## config.mk

```make
export PLATFORM = sky130hd
export DESIGN_NAME = midi_byte_parser_with_sysex_params_unit
export DESIGN_NICKNAME = d
export VERILOG_FILES = /design/src/design/mbpsx_pkg.sv /design/src/design/mbpsx_core.sv /design/src/design/midi_byte_parser_with_sysex_params_unit.sv
export VERILOG_INCLUDE_DIRS = /design/src /design/src/design
export SDC_FILE = /design/constraint.sdc
export NUM_CORES = 1
export LEC_CHECK = 0
export ABC_AREA = 1
export BUFFER_PORTS_ARGS = -buffer_cell sky130_fd_sc_hd__buf_2
export CORE_AREA = 5 5 138 140
export DETAILED_ROUTE_END_ITERATION = 7
export DIE_AREA = 0 0 143 145
export PLACE_DENSITY = 0.68
export SETUP_SLACK_MARGIN = 0.5
export SKIP_LAST_GASP = 1
export SLEW_MARGIN = 0
export SYNTH_ARGS = -nofsm -noshare
export SYNTH_HDL_FRONTEND = slang
export SYNTH_SLANG_ARGS = --single-unit
```

## constraint.sdc

```tcl
create_clock -name clk_i -period 5.5 [get_ports clk_i]
set_clock_uncertainty 0.1 [all_clocks]
set_input_delay 1.375 -clock clk_i [delete_from_list [all_inputs] [get_ports clk_i]]
set_output_delay 1.375 -clock clk_i [all_outputs]
set_load 0.005 [all_outputs]
```

## src/design/assert_macros.svh

```systemverilog
// Assertion macros used by the top-level design file.
`ifndef ASSERT_MACROS_SVH
`define ASSERT_MACROS_SVH
`ifndef ASSERT_OFF
`define ASSERT_CLK(name, clk, rst_n, prop) \
  name: assert property (@(posedge clk) disable iff (!rst_n) prop) \
    else $error("assertion failed");
`define ASSERT_NEVER(name, clk, rst_n, cond) \
  name: assert property (@(posedge clk) disable iff (!rst_n) !(cond)) \
    else $error("forbidden condition seen");
`else
`define ASSERT_CLK(name, clk, rst_n, prop)
`define ASSERT_NEVER(name, clk, rst_n, cond)
`endif
`endif

```

## src/design/mbpsx_pkg.sv

```systemverilog
// Shared types and constants of the MIDI byte parser.
package mbpsx_pkg;

  localparam int unsigned CfgIdxW = 2;

  typedef enum logic [CfgIdxW-1:0] {
    REG_VID_FIRST  = 2'd0,
    REG_VID_SECOND = 2'd1,
    REG_VID_THIRD  = 2'd2
  } reg_idx_e;

  typedef enum logic [2:0] {
    EV_NONE     = 3'd0,
    EV_REALTIME = 3'd1,
    EV_CHANNEL  = 3'd2,
    EV_PARAM    = 3'd3,
    EV_COMMIT   = 3'd4,
    EV_ERROR    = 3'd5
  } event_e;

  localparam logic [7:0] ST_SYSEX    = 8'hF0;
  localparam logic [7:0] ST_MTC      = 8'hF1;
  localparam logic [7:0] ST_SONG_POS = 8'hF2;
  localparam logic [7:0] ST_SONG_SEL = 8'hF3;
  localparam logic [7:0] ST_EOX      = 8'hF7;
  localparam logic [7:0] RT_CLOCK    = 8'hF8;
  localparam logic [7:0] RT_START    = 8'hFA;
  localparam logic [7:0] RT_CONT     = 8'hFB;
  localparam logic [7:0] RT_STOP     = 8'hFC;

  localparam logic [3:0] KIND_NOTE_OFF = 4'h8;
  localparam logic [3:0] KIND_NOTE_ON  = 4'h9;
  localparam logic [3:0] KIND_CTRL     = 4'hB;
  localparam logic [3:0] KIND_PROG     = 4'hC;
  localparam logic [3:0] KIND_PRESSURE = 4'hD;
  localparam logic [3:0] KIND_SYSTEM   = 4'hF;

  typedef struct packed {
    logic [6:0] first;
    logic [6:0] second;
    logic [6:0] third;
  } vid_t;

  typedef struct packed {
    event_e     ev;
    logic [7:0] status;
    logic [6:0] first_data;
    logic [6:0] second_data;
    logic [6:0] param_high;
    logic [6:0] param_low;
    logic [6:0] value_high;
    logic [6:0] value_low;
  } res_t;

endpackage

```

## src/design/mbpsx_core.sv

```systemverilog
// Parser state and per-byte decode: running status, data gathering, sysex phases.
module mbpsx_core (
  input  logic             clk_i,
  input  logic             rst_ni,
  input  logic             acc_i,
  input  logic [7:0]       rx_byte_i,
  input  logic             lockout_i,
  input  mbpsx_pkg::vid_t  vid_i,
  output mbpsx_pkg::res_t  res_o
);
  import mbpsx_pkg::*;

  typedef enum logic [3:0] {
    PH_NONE   = 4'd0,
    PH_IGNORE = 4'd1,
    PH_ID0    = 4'd2,
    PH_ID1    = 4'd3,
    PH_ID2    = 4'd4,
    PH_PARH   = 4'd5,
    PH_PARL   = 4'd6,
    PH_VALH   = 4'd7,
    PH_VALL   = 4'd8
  } phase_e;

  logic [7:0] rs_q, rs_d;
  logic [1:0] exp_q, exp_d;
  logic [1:0] rcv_q, rcv_d;
  logic [6:0] data0_q, data0_d;
  logic [6:0] data1_q, data1_d;
  phase_e     phase_q, phase_d;
  logic [6:0] ph_q, ph_d;
  logic [6:0] pl_q, pl_d;
  logic [6:0] vh_q, vh_d;

  logic [6:0] b7;
  logic [1:0] rcv_inc;
  logic [3:0] rs_kind;

  assign b7      = rx_byte_i[6:0];
  assign rcv_inc = rcv_q + 2'd1;
  assign rs_kind = rs_q[7:4];

  always_comb begin
    rs_d    = rs_q;
    exp_d   = exp_q;
    rcv_d   = rcv_q;
    data0_d = data0_q;
    data1_d = data1_q;
    phase_d = phase_q;
    ph_d    = ph_q;
    pl_d    = pl_q;
    vh_d    = vh_q;
    res_o   = '0;
    res_o.ev = EV_NONE;

    if (lockout_i) begin
      rs_d = '0;
    end else if (rx_byte_i[7:4] == KIND_SYSTEM) begin
      unique case (rx_byte_i)
        RT_CLOCK, RT_START, RT_CONT, RT_STOP: begin
          res_o.ev     = EV_REALTIME;
          res_o.status = rx_byte_i;
        end
        ST_MTC, ST_SONG_POS, ST_SONG_SEL: begin
          rcv_d = '0;
          rs_d  = rx_byte_i;
          exp_d = (rx_byte_i == ST_SONG_POS) ? 2'd2 : 2'd1;
        end
        ST_SYSEX: begin
          phase_d = PH_ID0;
        end
        ST_EOX: begin
          if (phase_q == PH_PARH) begin
            res_o.ev = EV_COMMIT;
          end else if (phase_q != PH_NONE && phase_q != PH_IGNORE) begin
            res_o.ev = EV_ERROR;
          end
          phase_d = PH_NONE;
        end
        default: ;
      endcase
    end else if (rx_byte_i[7]) begin
      phase_d = PH_NONE;
      rcv_d   = '0;
      rs_d    = rx_byte_i;
      exp_d   = (rx_byte_i[7:4] == KIND_PROG || rx_byte_i[7:4] == KIND_PRESSURE)
                ? 2'd1 : 2'd2;
    end else begin
      unique case (phase_q)
        PH_ID0:  phase_d = (b7 == vid_i.first)  ? PH_ID1  : PH_IGNORE;
        PH_ID1:  phase_d = (b7 == vid_i.second) ? PH_ID2  : PH_IGNORE;
        PH_ID2:  phase_d = (b7 == vid_i.third)  ? PH_PARH : PH_IGNORE;
        PH_PARH: begin
          ph_d    = b7;
          phase_d = PH_PARL;
        end
        PH_PARL: begin
          pl_d    = b7;
          phase_d = PH_VALH;
        end
        PH_VALH: begin
          vh_d    = b7;
          phase_d = PH_VALL;
        end
        PH_VALL: begin
          res_o.ev         = EV_PARAM;
          res_o.param_high = ph_q;
          res_o.param_low  = pl_q;
          res_o.value_high = vh_q;
          res_o.value_low  = b7;
          phase_d          = PH_PARH;
        end
        PH_NONE: begin
          if (rs_q != '0) begin
            if (rcv_q[0]) begin
              data1_d = b7;
            end else begin
              data0_d = b7;
            end
            rcv_d = rcv_inc;
            if (rcv_inc >= exp_q) begin
              rcv_d = '0;
              if (rs_kind == KIND_NOTE_OFF || rs_kind == KIND_NOTE_ON ||
                  rs_kind == KIND_CTRL || rs_kind == KIND_PROG) begin
                res_o.ev          = EV_CHANNEL;
                res_o.status      = rs_q;
                res_o.first_data  = data0_d;
                res_o.second_data = data1_d;
              end
            end
          end
        end
        default: ;  // ignoring rest of a foreign sysex block
      endcase
    end
  end

  always_ff @(posedge clk_i or negedge rst_ni) begin
    if (!rst_ni) begin
      rs_q    <= '0;
      exp_q   <= '0;
      rcv_q   <= '0;
      data0_q <= '0;
      data1_q <= '0;
      phase_q <= PH_NONE;
      ph_q    <= '0;
      pl_q    <= '0;
      vh_q    <= '0;
    end else if (acc_i) begin
      rs_q    <= rs_d;
      exp_q   <= exp_d;
      rcv_q   <= rcv_d;
      data0_q <= data0_d;
      data1_q <= data1_d;
      phase_q <= phase_d;
      ph_q    <= ph_d;
      pl_q    <= pl_d;
      vh_q    <= vh_d;
    end
  end

endmodule

```

## src/design/midi_byte_parser_with_sysex_params_unit.sv

```systemverilog
// Top level of the MIDI byte parser with sysex parameter writes.
//
// Input channel: in_valid_i / in_stall_o carry rx_byte_i and lockout_i; one
// byte is taken at each edge where valid is high and stall is low.
// Output channel: out_valid_o / out_stall_i carry one result item for every
// byte taken (event_res_o = none when the byte completes nothing).
// Config channel: cfg_valid_i / cfg_ready_o write the three manufacturer ID
// bytes by index; ready is always high, unused indexes are dropped.
// Result: each byte's result is registered, into the result register or,
// when the output stalls, the skid register. Throughput: one byte per cycle
// while in_stall_o is low, set by the combinational decode ahead of them.
// Stall: a two-entry output stage (result register plus skid register) lets
// one more byte in after the receiver stalls; in_stall_o then rises, driven
// only by the skid register, and the held result does not change.
// Reset: all parser state, ID registers and both output entries clear; the
// first byte can be taken right after reset is released.
module midi_byte_parser_with_sysex_params_unit (
  input  logic                        clk_i,
  input  logic                        rst_ni,
  input  logic                        in_valid_i,
  output logic                        in_stall_o,
  input  logic [7:0]                  rx_byte_i,
  input  logic                        lockout_i,
  output logic                        out_valid_o,
  input  logic                        out_stall_i,
  output logic [2:0]                  event_res_o,
  output logic [7:0]                  status_out_o,
  output logic [6:0]                  first_data_o,
  output logic [6:0]                  second_data_o,
  output logic [6:0]                  param_high_o,
  output logic [6:0]                  param_low_o,
  output logic [6:0]                  value_high_o,
  output logic [6:0]                  value_low_o,
  input  logic                        cfg_valid_i,
  output logic                        cfg_ready_o,
  input  logic [mbpsx_pkg::CfgIdxW-1:0] cfg_index_i,
  input  logic [6:0]                  cfg_data_i
);
  import mbpsx_pkg::*;
  `include "assert_macros.svh"

  vid_t vid_q;
  res_t res_new;
  res_t out_q;
  res_t skid_q;
  logic out_valid_q;
  logic skid_valid_q;
  logic in_acc;
  logic out_free;

  assign cfg_ready_o = 1'b1;

  always_ff @(posedge clk_i or negedge rst_ni) begin
    if (!rst_ni) begin
      vid_q <= '0;
    end else if (cfg_valid_i && cfg_ready_o) begin
      unique case (cfg_index_i)
        REG_VID_FIRST:  vid_q.first  <= cfg_data_i;
        REG_VID_SECOND: vid_q.second <= cfg_data_i;
        REG_VID_THIRD:  vid_q.third  <= cfg_data_i;
        default: ;
      endcase
    end
  end

  assign in_stall_o = skid_valid_q;
  assign in_acc     = in_valid_i && !skid_valid_q;
  assign out_free   = !out_valid_q || !out_stall_i;

  mbpsx_core u_core (
    .clk_i     (clk_i),
    .rst_ni    (rst_ni),
    .acc_i     (in_acc),
    .rx_byte_i (rx_byte_i),
    .lockout_i (lockout_i),
    .vid_i     (vid_q),
    .res_o     (res_new)
  );

  // result register with a skid entry behind it
  always_ff @(posedge clk_i or negedge rst_ni) begin
    if (!rst_ni) begin
      out_valid_q  <= 1'b0;
      skid_valid_q <= 1'b0;
      out_q        <= '0;
      skid_q       <= '0;
    end else if (out_free) begin
      if (skid_valid_q) begin
        out_q        <= skid_q;
        out_valid_q  <= 1'b1;
        skid_valid_q <= 1'b0;
      end else begin
        out_q       <= res_new;
        out_valid_q <= in_acc;
      end
    end else if (in_acc) begin
      skid_q       <= res_new;
      skid_valid_q <= 1'b1;
    end
  end

  assign out_valid_o   = out_valid_q;
  assign event_res_o   = out_q.ev;
  assign status_out_o  = out_q.status;
  assign first_data_o  = out_q.first_data;
  assign second_data_o = out_q.second_data;
  assign param_high_o  = out_q.param_high;
  assign param_low_o   = out_q.param_low;
  assign value_high_o  = out_q.value_high;
  assign value_low_o   = out_q.value_low;

  `ASSERT_NEVER(a_skid_needs_out, clk_i, rst_ni, skid_valid_q && !out_valid_q)
  `ASSERT_CLK(a_held_result_kept, clk_i, rst_ni, out_valid_q && out_stall_i |=> out_valid_q)
  `ASSERT_CLK(a_empty_event_zero, clk_i, rst_ni,
              out_valid_q && out_q.ev == EV_NONE |->
              out_q.status == '0 && out_q.first_data == '0 && out_q.value_low == '0)

endmodule
```

Word level (Yosys, flattened, before mapping)
Cells that the tools add are included.
{ "totals": {"inputBits": 23, "out_inout_bits": 56, "word_cells": 154, "reg_bits": 180} }
{ "classes": {"addsub": 1, "n_eq_ne": 32, "magnitude_cmp": 1, "n_mux": 52, "n_reduce_logical": 34, "bitwise": 4} }
{ "ops": {"columns": ["operator", "n"], "rows": [
  ["53-bit two-way mux", 3],
  ["7-bit two-way mux", 12],
  ["8-bit == test (second input constant)", 9],
  ["24-bit two-way mux", 2],
  ["42-bit two-way mux", 1],
  ["8-bit two-way mux", 5],
  ["4-bit == test (second input constant)", 8],
  ["28-bit two-way mux", 1],
  ["4-bit case mux with 7 select lines", 1],
  ["25-bit two-way mux", 1],
  ["2-bit two-way mux", 12],
  ["22-bit two-way mux", 1],
  ["7-bit == test", 3],
  ["5-bit AND reduction", 4],
  ["4-bit by 3-bit == test with 1-bit output (second input constant)", 4],
  ["3-bit two-way mux", 4],
  ["3-bit case mux with 2 select lines", 2],
  ["11-bit two-way mux", 1],
  ["3-bit nonzero test", 3],
  ["9-bit nonzero test", 1],
  ["4-bit by 2-bit == test with 1-bit output (second input constant)", 2],
  ["4-bit two-way mux", 2],
  ["4-bit case mux with 2 select lines", 1],
  ["2-bit AND reduction", 4],
  ["22 further kinds", 37]
]} }

Logic depth before layout (Yosys ltp)
Gate-level depths: netlist (run 1).
{ "logic_depth": {"ltp_word": 14, "mapped_depth": 12, "ltp_nobuf": 11} }

Modules after synthesis
A second synthesis (run 1) with hierarchy kept.
{ "unflattened": {"hier_cells": 1238, "area_unflattened_um2": 9125.0} }
{ "modules_own_cells": {"columns": ["mod", "n_inst", "area_per_inst_um2", "seq_area_each_um2", "cells_each"], "rows": [
  ["midi_byte_parser_with_sysex_params_unit", 1, 5884.4, 3228.1, 772],
  ["mbpsx_core", 1, 3240.6, 1276.2, 466]
]} }

Least setup slack after synthesis (run 1)
OpenSTA, ideal clock, no wires.
{ "synth_timing": {"kind": "in2reg", "startpoint": "input rx_byte_i[7]", "endpoint": "register out_q (netlist bit first_data_o[0])", "required_ns": 5.327, "setup_ns": 0.073, "setup_slack_ns": 2.990, "path_buffers": 3, "arrival_ns": 2.337, "path_stages": 8, "cell_sequence": "buf_4 -> nor2_2 -> buf_4 -> nand4_4 -> inv_2 -> buf_6 -> nand3_2 -> a21oi_2"} }
{ "synth_via": {"elab_chain_cells": 4, "elab_cells_between_ends": 5, "cone_classes": "eq/ne: 1; mux: 4"} }
{ "synth_rtl": {"columns": ["item", "line", "source"], "rows": [
  ["from (decl)", "midi_byte_parser_with_sysex_params_unit.sv:22", "input logic [7:0] rx_byte_i,"],
  ["4-bit == test / 53-bit two-way mux (equally long branches)", "mbpsx_core.sv:58, mbpsx_core.sv:82", null],
  ["42-bit two-way mux *", "mbpsx_core.sv:58", "end else if (rx_byte_i[7:4] == KIND_SYSTEM) begin"],
  ["53-bit two-way mux *", "mbpsx_core.sv:56", "if (lockout_i) begin"],
  ["53-bit two-way mux *", "midi_byte_parser_with_sysex_params_unit.sv:88", "if (skid_valid_q) begin"],
  ["to (signal assigned)", "midi_byte_parser_with_sysex_params_unit.sv:89", "out_q <= skid_q;"],
  ["to (signal assigned)", "midi_byte_parser_with_sysex_params_unit.sv:93", "out_q <= res_new;"],
  ["to (decl)", "midi_byte_parser_with_sysex_params_unit.sv:44", "res_t out_q;"]
]} }
Mark *: on every way between the ends. The rest lies on a longest branch, timed or not.
A chain may end at the register's enable or synchronous reset.

Worst setup path after layout (run 1)
{ "layout_timing": {"startpoint": "register skid_valid_q, in the netlist in_stall_o", "endpoint": "output in_stall_o"} }
{ "layout_lines": {"columns": ["item", "line", "source"], "rows": [
  ["from (decl)", "midi_byte_parser_with_sysex_params_unit.sv:47", "logic skid_valid_q;"],
  ["from (signal assigned)", "midi_byte_parser_with_sysex_params_unit.sv:84", "skid_valid_q <= 1'b0;"],
  ["from (signal assigned)", "midi_byte_parser_with_sysex_params_unit.sv:91", "skid_valid_q <= 1'b0;"],
  ["from (signal assigned)", "midi_byte_parser_with_sysex_params_unit.sv:98", "skid_valid_q <= 1'b1;"],
  ["to (decl)", "midi_byte_parser_with_sysex_params_unit.sv:21", "output logic in_stall_o,"]
]} }
No word-level cell between the ends.

==> results of run 1 <==
-- power groups by stage --
| stage | clock, W | combinational (W) | sequential, W |
|---|---|---|---|
| after global routing | 0.00129 | 0.000634 | 0.00158 |
| after global placement | 0 | 0.000540 | 0.00158 |
| after detailed placement | 0 | 0.000551 | 0.00158 |
| final | 0.00122 | 0.000549 | 0.00156 |
| after CTS | 0.00124 | 0.000555 | 0.00156 |
| after floorplan | 0 | 0.000388 | 0.00156 |
-- worst max-delay path by stage --
stage / from / endpoint
3_3_place_gp: rx_byte_i[7] / status_out_o[2]
3_5_place_dp: rx_byte_i[7] / u_core.data0_q[3]
4_1_cts: in_stall_o / in_stall_o
5_1_grt: u_core.rcv_q[0] / status_out_o[4]
2_1_floorplan: rx_byte_i[7] / first_data_o[0]
6_report: in_stall_o / in_stall_o
-- stage by stage --
stage / instances / setup slack [ns] / utilization [%] / total power, W
2_1_floorplan: 1074 / 2.99 / - / 0.00195
3_3_place_gp: 1326 / 2.50 / 51.1 / 0.00212
3_5_place_dp: 1326 / 2.44 / 51.1 / 0.00214
4_1_cts: 1358 / 2.56 / 54.4 / 0.00335
5_1_grt: 1358 / 2.51 / 54.4 / 0.00351
6_report: 1358 / 2.63 / 54.4 / 0.00333
-- metal layers --
layer	up-vias	GRT usage (%)	wire length, um	part of all wire (%)
met5	-	0	0	0
met4	0	5.23	253	1.3
met3	22	3.85	1140	5.6
met2	195	29.6	8770	43
met1	3271	30.7	10000	50
li1	3517	-	-	-
-- flip-flops by register name (all words and copies together), names as in the netlist --
signal / count
param_low_o: 7
value_high_o: 7
first_data_o: 7
u_core.rs_q: 8
u_core.pl_q: 7
status_out_o: 8
u_core.ph_q: 7
skid_q: 53
vid_q: 21
value_low_o: 7
u_core.phase_q: 4
param_high_o: 7
out_valid_o: 1
u_core.data1_q: 7
u_core.vh_q: 7
u_core.rcv_q: 2
event_res_o: 3
in_stall_o: 1
u_core.exp_q: 2
second_data_o: 7
u_core.data0_q: 7
-- placed cells by master (no fill, tap or decap), drive strengths merged, types with 7 or more instances in the layout --
cell and instances:
buf 82, a21oi 34, nand3 58, xnor2 7
dfrtp 180, clkbuf 18, nand2 312, nor2 130
clkinv 7, o21ai 148, inv 98, o211ai 9
nand4 7, xor2 11
-- final cells by class --
type | instances | area [sq um]
inverter | 94 | 354
timing repair buffer | 82 | 442
tap | 229 | 287
clock inverter | 14 | 148
sequential | 180 | 4500
multi-input combinational | 741 | 3460
fill | 1670 | 8090
clock buffer | 18 | 439
-- kinds of logic (layout without fill, tap and decap cells) --
kind of cell | after synthesis | in the layout | share of synthesized area [%]
AO/OA/AOI/OAI | 206 | 206 | 12.7
other | 1 | 1 | 0.0436
adder cells (fa/ha/maj) | 2 | 2 | 0.291
flip-flops | 180 | 180 | 52.4
AND/OR/NAND/NOR | 514 | 514 | 25.3
buffers and inverters | 153 | 208 | 7.42
XOR/XNOR | 18 | 18 | 1.83
==> impl_results.rst, run 1 <==
.. list-table::
   :header-rows: 1

   * - Metric
     - Value
   * - Final number of max-transition violations
     - 0
   * - Number of flip-flops and latches in the synthesized netlist
     - 180
   * - Placeable core region
     - 0.0177 sq mm
   * - Switching Fraction
     - 29.6%
   * - Transition at the pin with the smallest max-transition slack
     - 0.901 ns
   * - Number of synthesized flops with an enable pin
     - 0
   * - Die width
     - 143 um
   * - TritonCTS clock tree
     - built
   * - Cell leakage power
     - 4.87 nW
   * - Net count after synthesis
     - 1099
   * - CP Launch Type
     - flip-flop
   * - Power per cell area
     - 345 mW/mm^2
   * - Most common cell in the synthesized netlist
     - sky130_fd_sc_hd__nand2_1
   * - Height of the die
     - 145 um
   * - Worst vdd ir
     - 0.240 mV
   * - Overflow left after global routing
     - 0
   * - Outcome
     - finished, final reports clean
   * - Number of nets still failing antenna checks after routing
     - 0
   * - Vias in the first global route
     - 6571
   * - Commonest cells post-synth
     - 310 x sky130_fd_sc_hd__nand2_1, 180 x sky130_fd_sc_hd__dfrtp_1, 120 x sky130_fd_sc_hd__nor2_1
   * - Post-synthesis average cell area
     - 8.01 sq um
   * - Number of post-CTS setup repair buffers
     - 0
   * - Inserted Diodes
     - 0
   * - Number of placement rows
     - 49
   * - Total via count in the routed design
     - 7005
   * - Largest driver fanout on the critical path
     - 18
   * - Gate count of the mapped netlist
     - 1074
   * - Number of synthesis warnings
     - 0
   * - Distinct cell type count of the synthesized netlist
     - 36
   * - Flop2flop setup slack
     - 2.75 ns
   * - Post-detailed-route wirelength per cell
     - 14.9 um
   * - Worst Hold End
     - status_out_o[7]
   * - Launch instance of the worst min-delay path
     - status_out_o[7]
   * - Area after detailed placement
     - 0.00905 sq mm
   * - Reg2Reg Launch Point
     - u_core.rcv_q[0]
   * - DRT Pass-1 Iters
     - 5
   * - Buffering stage count on the worst path with inverters included
     - 1
   * - Wire length reported by the detailed router
     - 20200 um
   * - Post-synthesis cell type with the largest combined area
     - sky130_fd_sc_hd__dfrtp_1
   * - Worst slew slack as a fraction of its limit
     - 40.0%
   * - Fin Setup TNS
     - 0 ns
   * - Gr usage total
     - 20.1%
   * - Max-Cap Viols
     - 0
   * - Final setup violation count
     - 0
   * - Clock network latency to the later pin of the worst-skew pair
     - 0.43 ns
   * - TritonCTS Buffers
     - 17
   * - Wire length of the first global-routing pass
     - 34100 um
   * - Antenna violations before repair
     - 0
   * - Largest delay share family, worst path
     - flip-flops
   * - Via density per instance
     - 5.16
   * - Peak clock frequency supported by timing
     - 348 MHz
   * - Share of total power in sequential cells
     - 46.9%
   * - Biggest area contributors in the synthesized netlist
     - sky130_fd_sc_hd__dfrtp_1 52%, sky130_fd_sc_hd__nand2_1 14%, sky130_fd_sc_hd__nor2_1 5.2%
   * - Post-CTS Hold Fix Bufs
     - 0
   * - WP data required
     - 4.03 ns
   * - Clock slew seen by the registers of the worst setup and hold paths
     - 0.07 ns
   * - Ys async rst share
     - 100%
   * - Number of resized instances in the post-cts repair step
     - 0
   * - Effective utilization at floorplan
     - 48.5%
   * - Number of clock sinks seen by CTS
     - 180
   * - Shortest clock period the worst path allows after layout
     - 2.87 ns
   * - Number of endpoints with negative hold slack in the final report
     - 0
   * - CP max-delay cell
     - sky130_fd_sc_hd__dfrtp_1
   * - Last weighted congestion value of the routability-driven placer
     - 0.902
   * - Number of cells on the worst hold path
     - 2
   * - Post-route standard cell area excluding fillers
     - 0.00963 sq mm
   * - Type of the worst min-delay path
     - reg -> reg
   * - FF-to-FF path depth
     - 10
   * - Startpoint-to-endpoint class of the critical path
     - reg -> out
   * - Maximum number of pins on one net before global-route repair
     - 99
   * - Detailed Route Iter0 Violations
     - 606
   * - Top Ports
     - 79
   * - Proportion of netlist area held by the largest area contributor
     - 52.4%
   * - Port Buf Inserts
     - 77
   * - Final clock period utilization by the worst path
     - 52.2%
   * - Unrepaired setup endpoints after global routing
     - false
   * - Detailed Place HPWL
     - 13400 um
   * - Buffer levels on the longest clock path
     - 2
   * - Worst r2r dst
     - status_out_o[4]
   * - H-Tree Depth
     - 4
   * - Layout overhead on the synthesized area
     - 12.0%
   * - Most used flip-flop cell after synthesis
     - sky130_fd_sc_hd__dfrtp_1
   * - Type of element capturing the critical path
     - primary output
   * - Crit path largest cell delay
     - 0.75 ns
   * - Drc violations
     - 0
   * - Fraction of layout instances using a drive strength above 1
     - 14.5%
   * - Arrival time of the worst setup path
     - 1.40 ns
   * - Final #Nets
     - 1141
   * - Clk root buf
     - sky130_fd_sc_hd__clkbuf_16
   * - Cell-by-cell trace of the critical path
     - buf_2
   * - Die outline area
     - 0.0207 sq mm
   * - Net switching power
     - 0.000985 W
   * - Final Hold Slack
     - 0.373 ns
   * - Proportion of synthesized chip area in sequential cells
     - 52.4%
   * - Internal power of the cells
     - 0.00234 W
   * - Combinational fraction of design power
     - 16.5%
   * - Critical path depth in cells
     - 1
   * - Share of power burned in the clock network
     - 36.6%
   * - Syn Std Cell Area
     - 0.00860 sq mm
No activity file was read; power rests on OpenSTA's default activity.
==> inputs of run 2 (changes only) <==
==> constraint.sdc (replaced) <==
create_clock -name clk_i -period 2.7 [get_ports clk_i]
set_clock_uncertainty 0.1 [all_clocks]
set_input_delay 0.675 -clock clk_i [delete_from_list [all_inputs] [get_ports clk_i]]
set_output_delay 0.675 -clock clk_i [all_outputs]
set_load 0.005 [all_outputs]
==> impl_results.rst, run 2 (synthesis gave the netlist of run 1 again) <==
.. list-table::
   :header-rows: 1

   * - Metric
     - Value
   * - Outcome
     - finished, final reports clean
   * - Arrival time of the worst setup path
     - 2.28 ns
   * - Antenna violations before repair
     - 0
   * - Drc violations
     - 0
   * - Final number of max-transition violations
     - 0
   * - Overall power after layout
     - 0.00691 W
   * - Shortest clock period the worst path allows after layout
     - 2.02 ns
   * - Die width
     - 143 um
   * - Number of endpoints with negative hold slack in the final report
     - 0
   * - Maximum number of pins on one net before global-route repair
     - 92
   * - Peak clock frequency supported by timing
     - 494 MHz
   * - Type of the worst min-delay path
     - in -> async
   * - H-Tree Depth
     - 4
   * - Number of flip-flops under the largest register name
     - 53
   * - Total via count in the routed design
     - 7137
   * - Clk root buf
     - sky130_fd_sc_hd__clkbuf_16
   * - Wire length of the first global-routing pass
     - 35200 um
   * - Detailed Route Iter0 Violations
     - 635
   * - Number of nets still failing antenna checks after routing
     - 0
   * - Largest Register
     - skid_q
   * - Post-detailed-route wirelength per cell
     - 15.3 um
   * - Most used cells in the layout excluding fill and tap cells
     - 308 x sky130_fd_sc_hd__nand2_1, 180 x sky130_fd_sc_hd__dfrtp_1, 120 x sky130_fd_sc_hd__nor2_1
   * - Transition at the pin with the smallest max-transition slack
     - 0.530 ns
   * - Most common cell after layout, fill and taps aside
     - sky130_fd_sc_hd__nand2_1
   * - Max-Cap Viols
     - 0
   * - TritonCTS Buffers
     - 17
   * - Final setup violation count
     - 0
   * - Worst vdd ir
     - 0.467 mV
   * - Registers with the highest flip-flop counts
     - skid_q: 53 flops, vid_q: 21 flops
   * - Height of the die
     - 145 um
   * - Fill cell instance count of the final layout
     - 1683
   * - Unrepaired setup endpoints after global routing
     - false
   * - Clock slew seen by the registers of the worst setup and hold paths
     - 0.07 ns
   * - Final clock period utilization by the worst path
     - 75.0%
   * - Type of element capturing the critical path
     - flip-flop
   * - CP Launch Type
     - flip-flop
   * - Worst slew slack as a fraction of its limit
     - 64.7%
   * - Final #Nets
     - 1153
   * - Buffer levels on the longest clock path
     - 2
   * - Last weighted congestion value of the routability-driven placer
     - 0.935
   * - Clock network latency to the later pin of the worst-skew pair
     - 0.44 ns
   * - Number of placement rows
     - 49
   * - Fin Setup TNS
     - 0 ns
   * - Fraction of layout instances using a drive strength above 1
     - 15.7%
   * - Flop2flop setup slack
     - 0.68 ns
   * - Vias in the first global route
     - 6756
   * - Top Ports
     - 79
   * - Layout overhead on the synthesized area
     - 13.9%
   * - Effective utilization at floorplan
     - 48.5%
   * - WP data required
     - 2.96 ns
   * - Detailed Place HPWL
     - 14200 um
   * - Wire length reported by the detailed router
     - 20900 um
   * - Via density per instance
     - 5.21
   * - Number of clock sinks seen by CTS
     - 180
   * - Largest driver fanout on the critical path
     - 12
   * - TritonCTS clock tree
     - built
   * - Power per cell area
     - 706 mW/mm^2
   * - Gr usage total
     - 20.9%
   * - Worst r2r dst
     - second_data_o[0]
   * - Inserted Diodes
     - 0
   * - Startpoint-to-endpoint class of the critical path
     - reg -> reg
   * - Cell leakage power
     - 4.94 nW
   * - Reg2Reg Launch Point
     - u_core.rcv_q[0]
   * - Placeable core region
     - 0.0177 sq mm
   * - DRT Pass-1 Iters
     - 5
   * - Die outline area
     - 0.0207 sq mm
   * - Overflow left after global routing
     - 0
   * - Port Buf Inserts
     - 77
   * - FF-to-FF path depth
     - 8
   * - Post-CTS Hold Fix Bufs
     - 0
==> run 2: area by class of cell <==
class | instances | area, sq um | share of cell area [%]
multi-input cells | 741 | 3470 | 35.5
well taps | 229 | 287 | 2.93
inverters | 94 | 354 | 3.62
clock buffers | 17 | 425 | 4.34
flip-flops and latches | 180 | 4500 | 46.0
clock inverters | 15 | 193 | 1.97
repair buffers | 94 | 557 | 5.69
==> run 2: power by group <==
part / internal (W) / switching [W]
clock: 0.00141 / 0.00116
combinational: 0.000408 / 0.000783
sequential: 0.00299 / 0.000165
==> run 2: metrics by stage <==
| step | hold WS, ns | utilization [%] | std cells | area, sq um | setup WS (ns) |
|---|---|---|---|---|---|
| finish | 0.0977 | 55.3 | 1370 | 9790 | 0.676 |
| global route | 0.123 | 55.3 | 1370 | 9790 | 0.494 |
| CTS | 0.110 | 55.2 | 1370 | 9780 | 0.597 |
| detailed placement | 0.361 | 51.7 | 1338 | 9160 | 0.532 |
| global placement | 0.357 | 51.7 | 1338 | 9160 | 0.563 |
| floorplan | 0.279 | - | 1074 | 8600 | 0.689 |
==> run 2: metal layers <==
layer | vias up | global-route usage, % | wire, um
li1 | 3538 | - | -
met1 | 3381 | 31.7 | 10200
met2 | 197 | 30.8 | 9290
met3 | 21 | 4.57 | 1190
met4 | 0 | 4.56 | 211
met5 | - | 0 | 0
==> run 2: worst max path at each step <==
stage / from / to / slack [ns] / cells after the start
after detailed placement: rx_byte_i[7] / u_core.data1_q[0] / 0.53 / 7
after global placement: rx_byte_i[2] / status_out_o[6] / 0.56 / 12
final: u_core.rcv_q[0] / second_data_o[0] / 0.68 / 8
after floorplan: u_core.rcv_q[0] / status_out_o[5] / 0.69 / 11
after CTS: u_core.rcv_q[0] / status_out_o[5] / 0.60 / 10
after global routing: u_core.rcv_q[0] / second_data_o[0] / 0.49 / 8
==> run 2: worst max-delay path, stage by stage (launching register included) <==
cell and delay [ns]:
sky130_fd_sc_hd__dfrtp_1 0.41, sky130_fd_sc_hd__xor2_1 0.19, sky130_fd_sc_hd__ha_1 0.31, sky130_fd_sc_hd__nand2_1 0.07, sky130_fd_sc_hd__nand3_2 0.14, sky130_fd_sc_hd__nand4_4 0.20, sky130_fd_sc_hd__inv_2 0.27, sky130_fd_sc_hd__nand3_1 0.11
sky130_fd_sc_hd__a21oi_1 0.16
==> run 2: what timing repair did <==
| action | in CTS | in global routing |
|---|---|---|
| setup endpoints to repair | 0 | 10 |
| gates resized for setup | 0 | 3 |
| setup buffers | 0 | 0 |
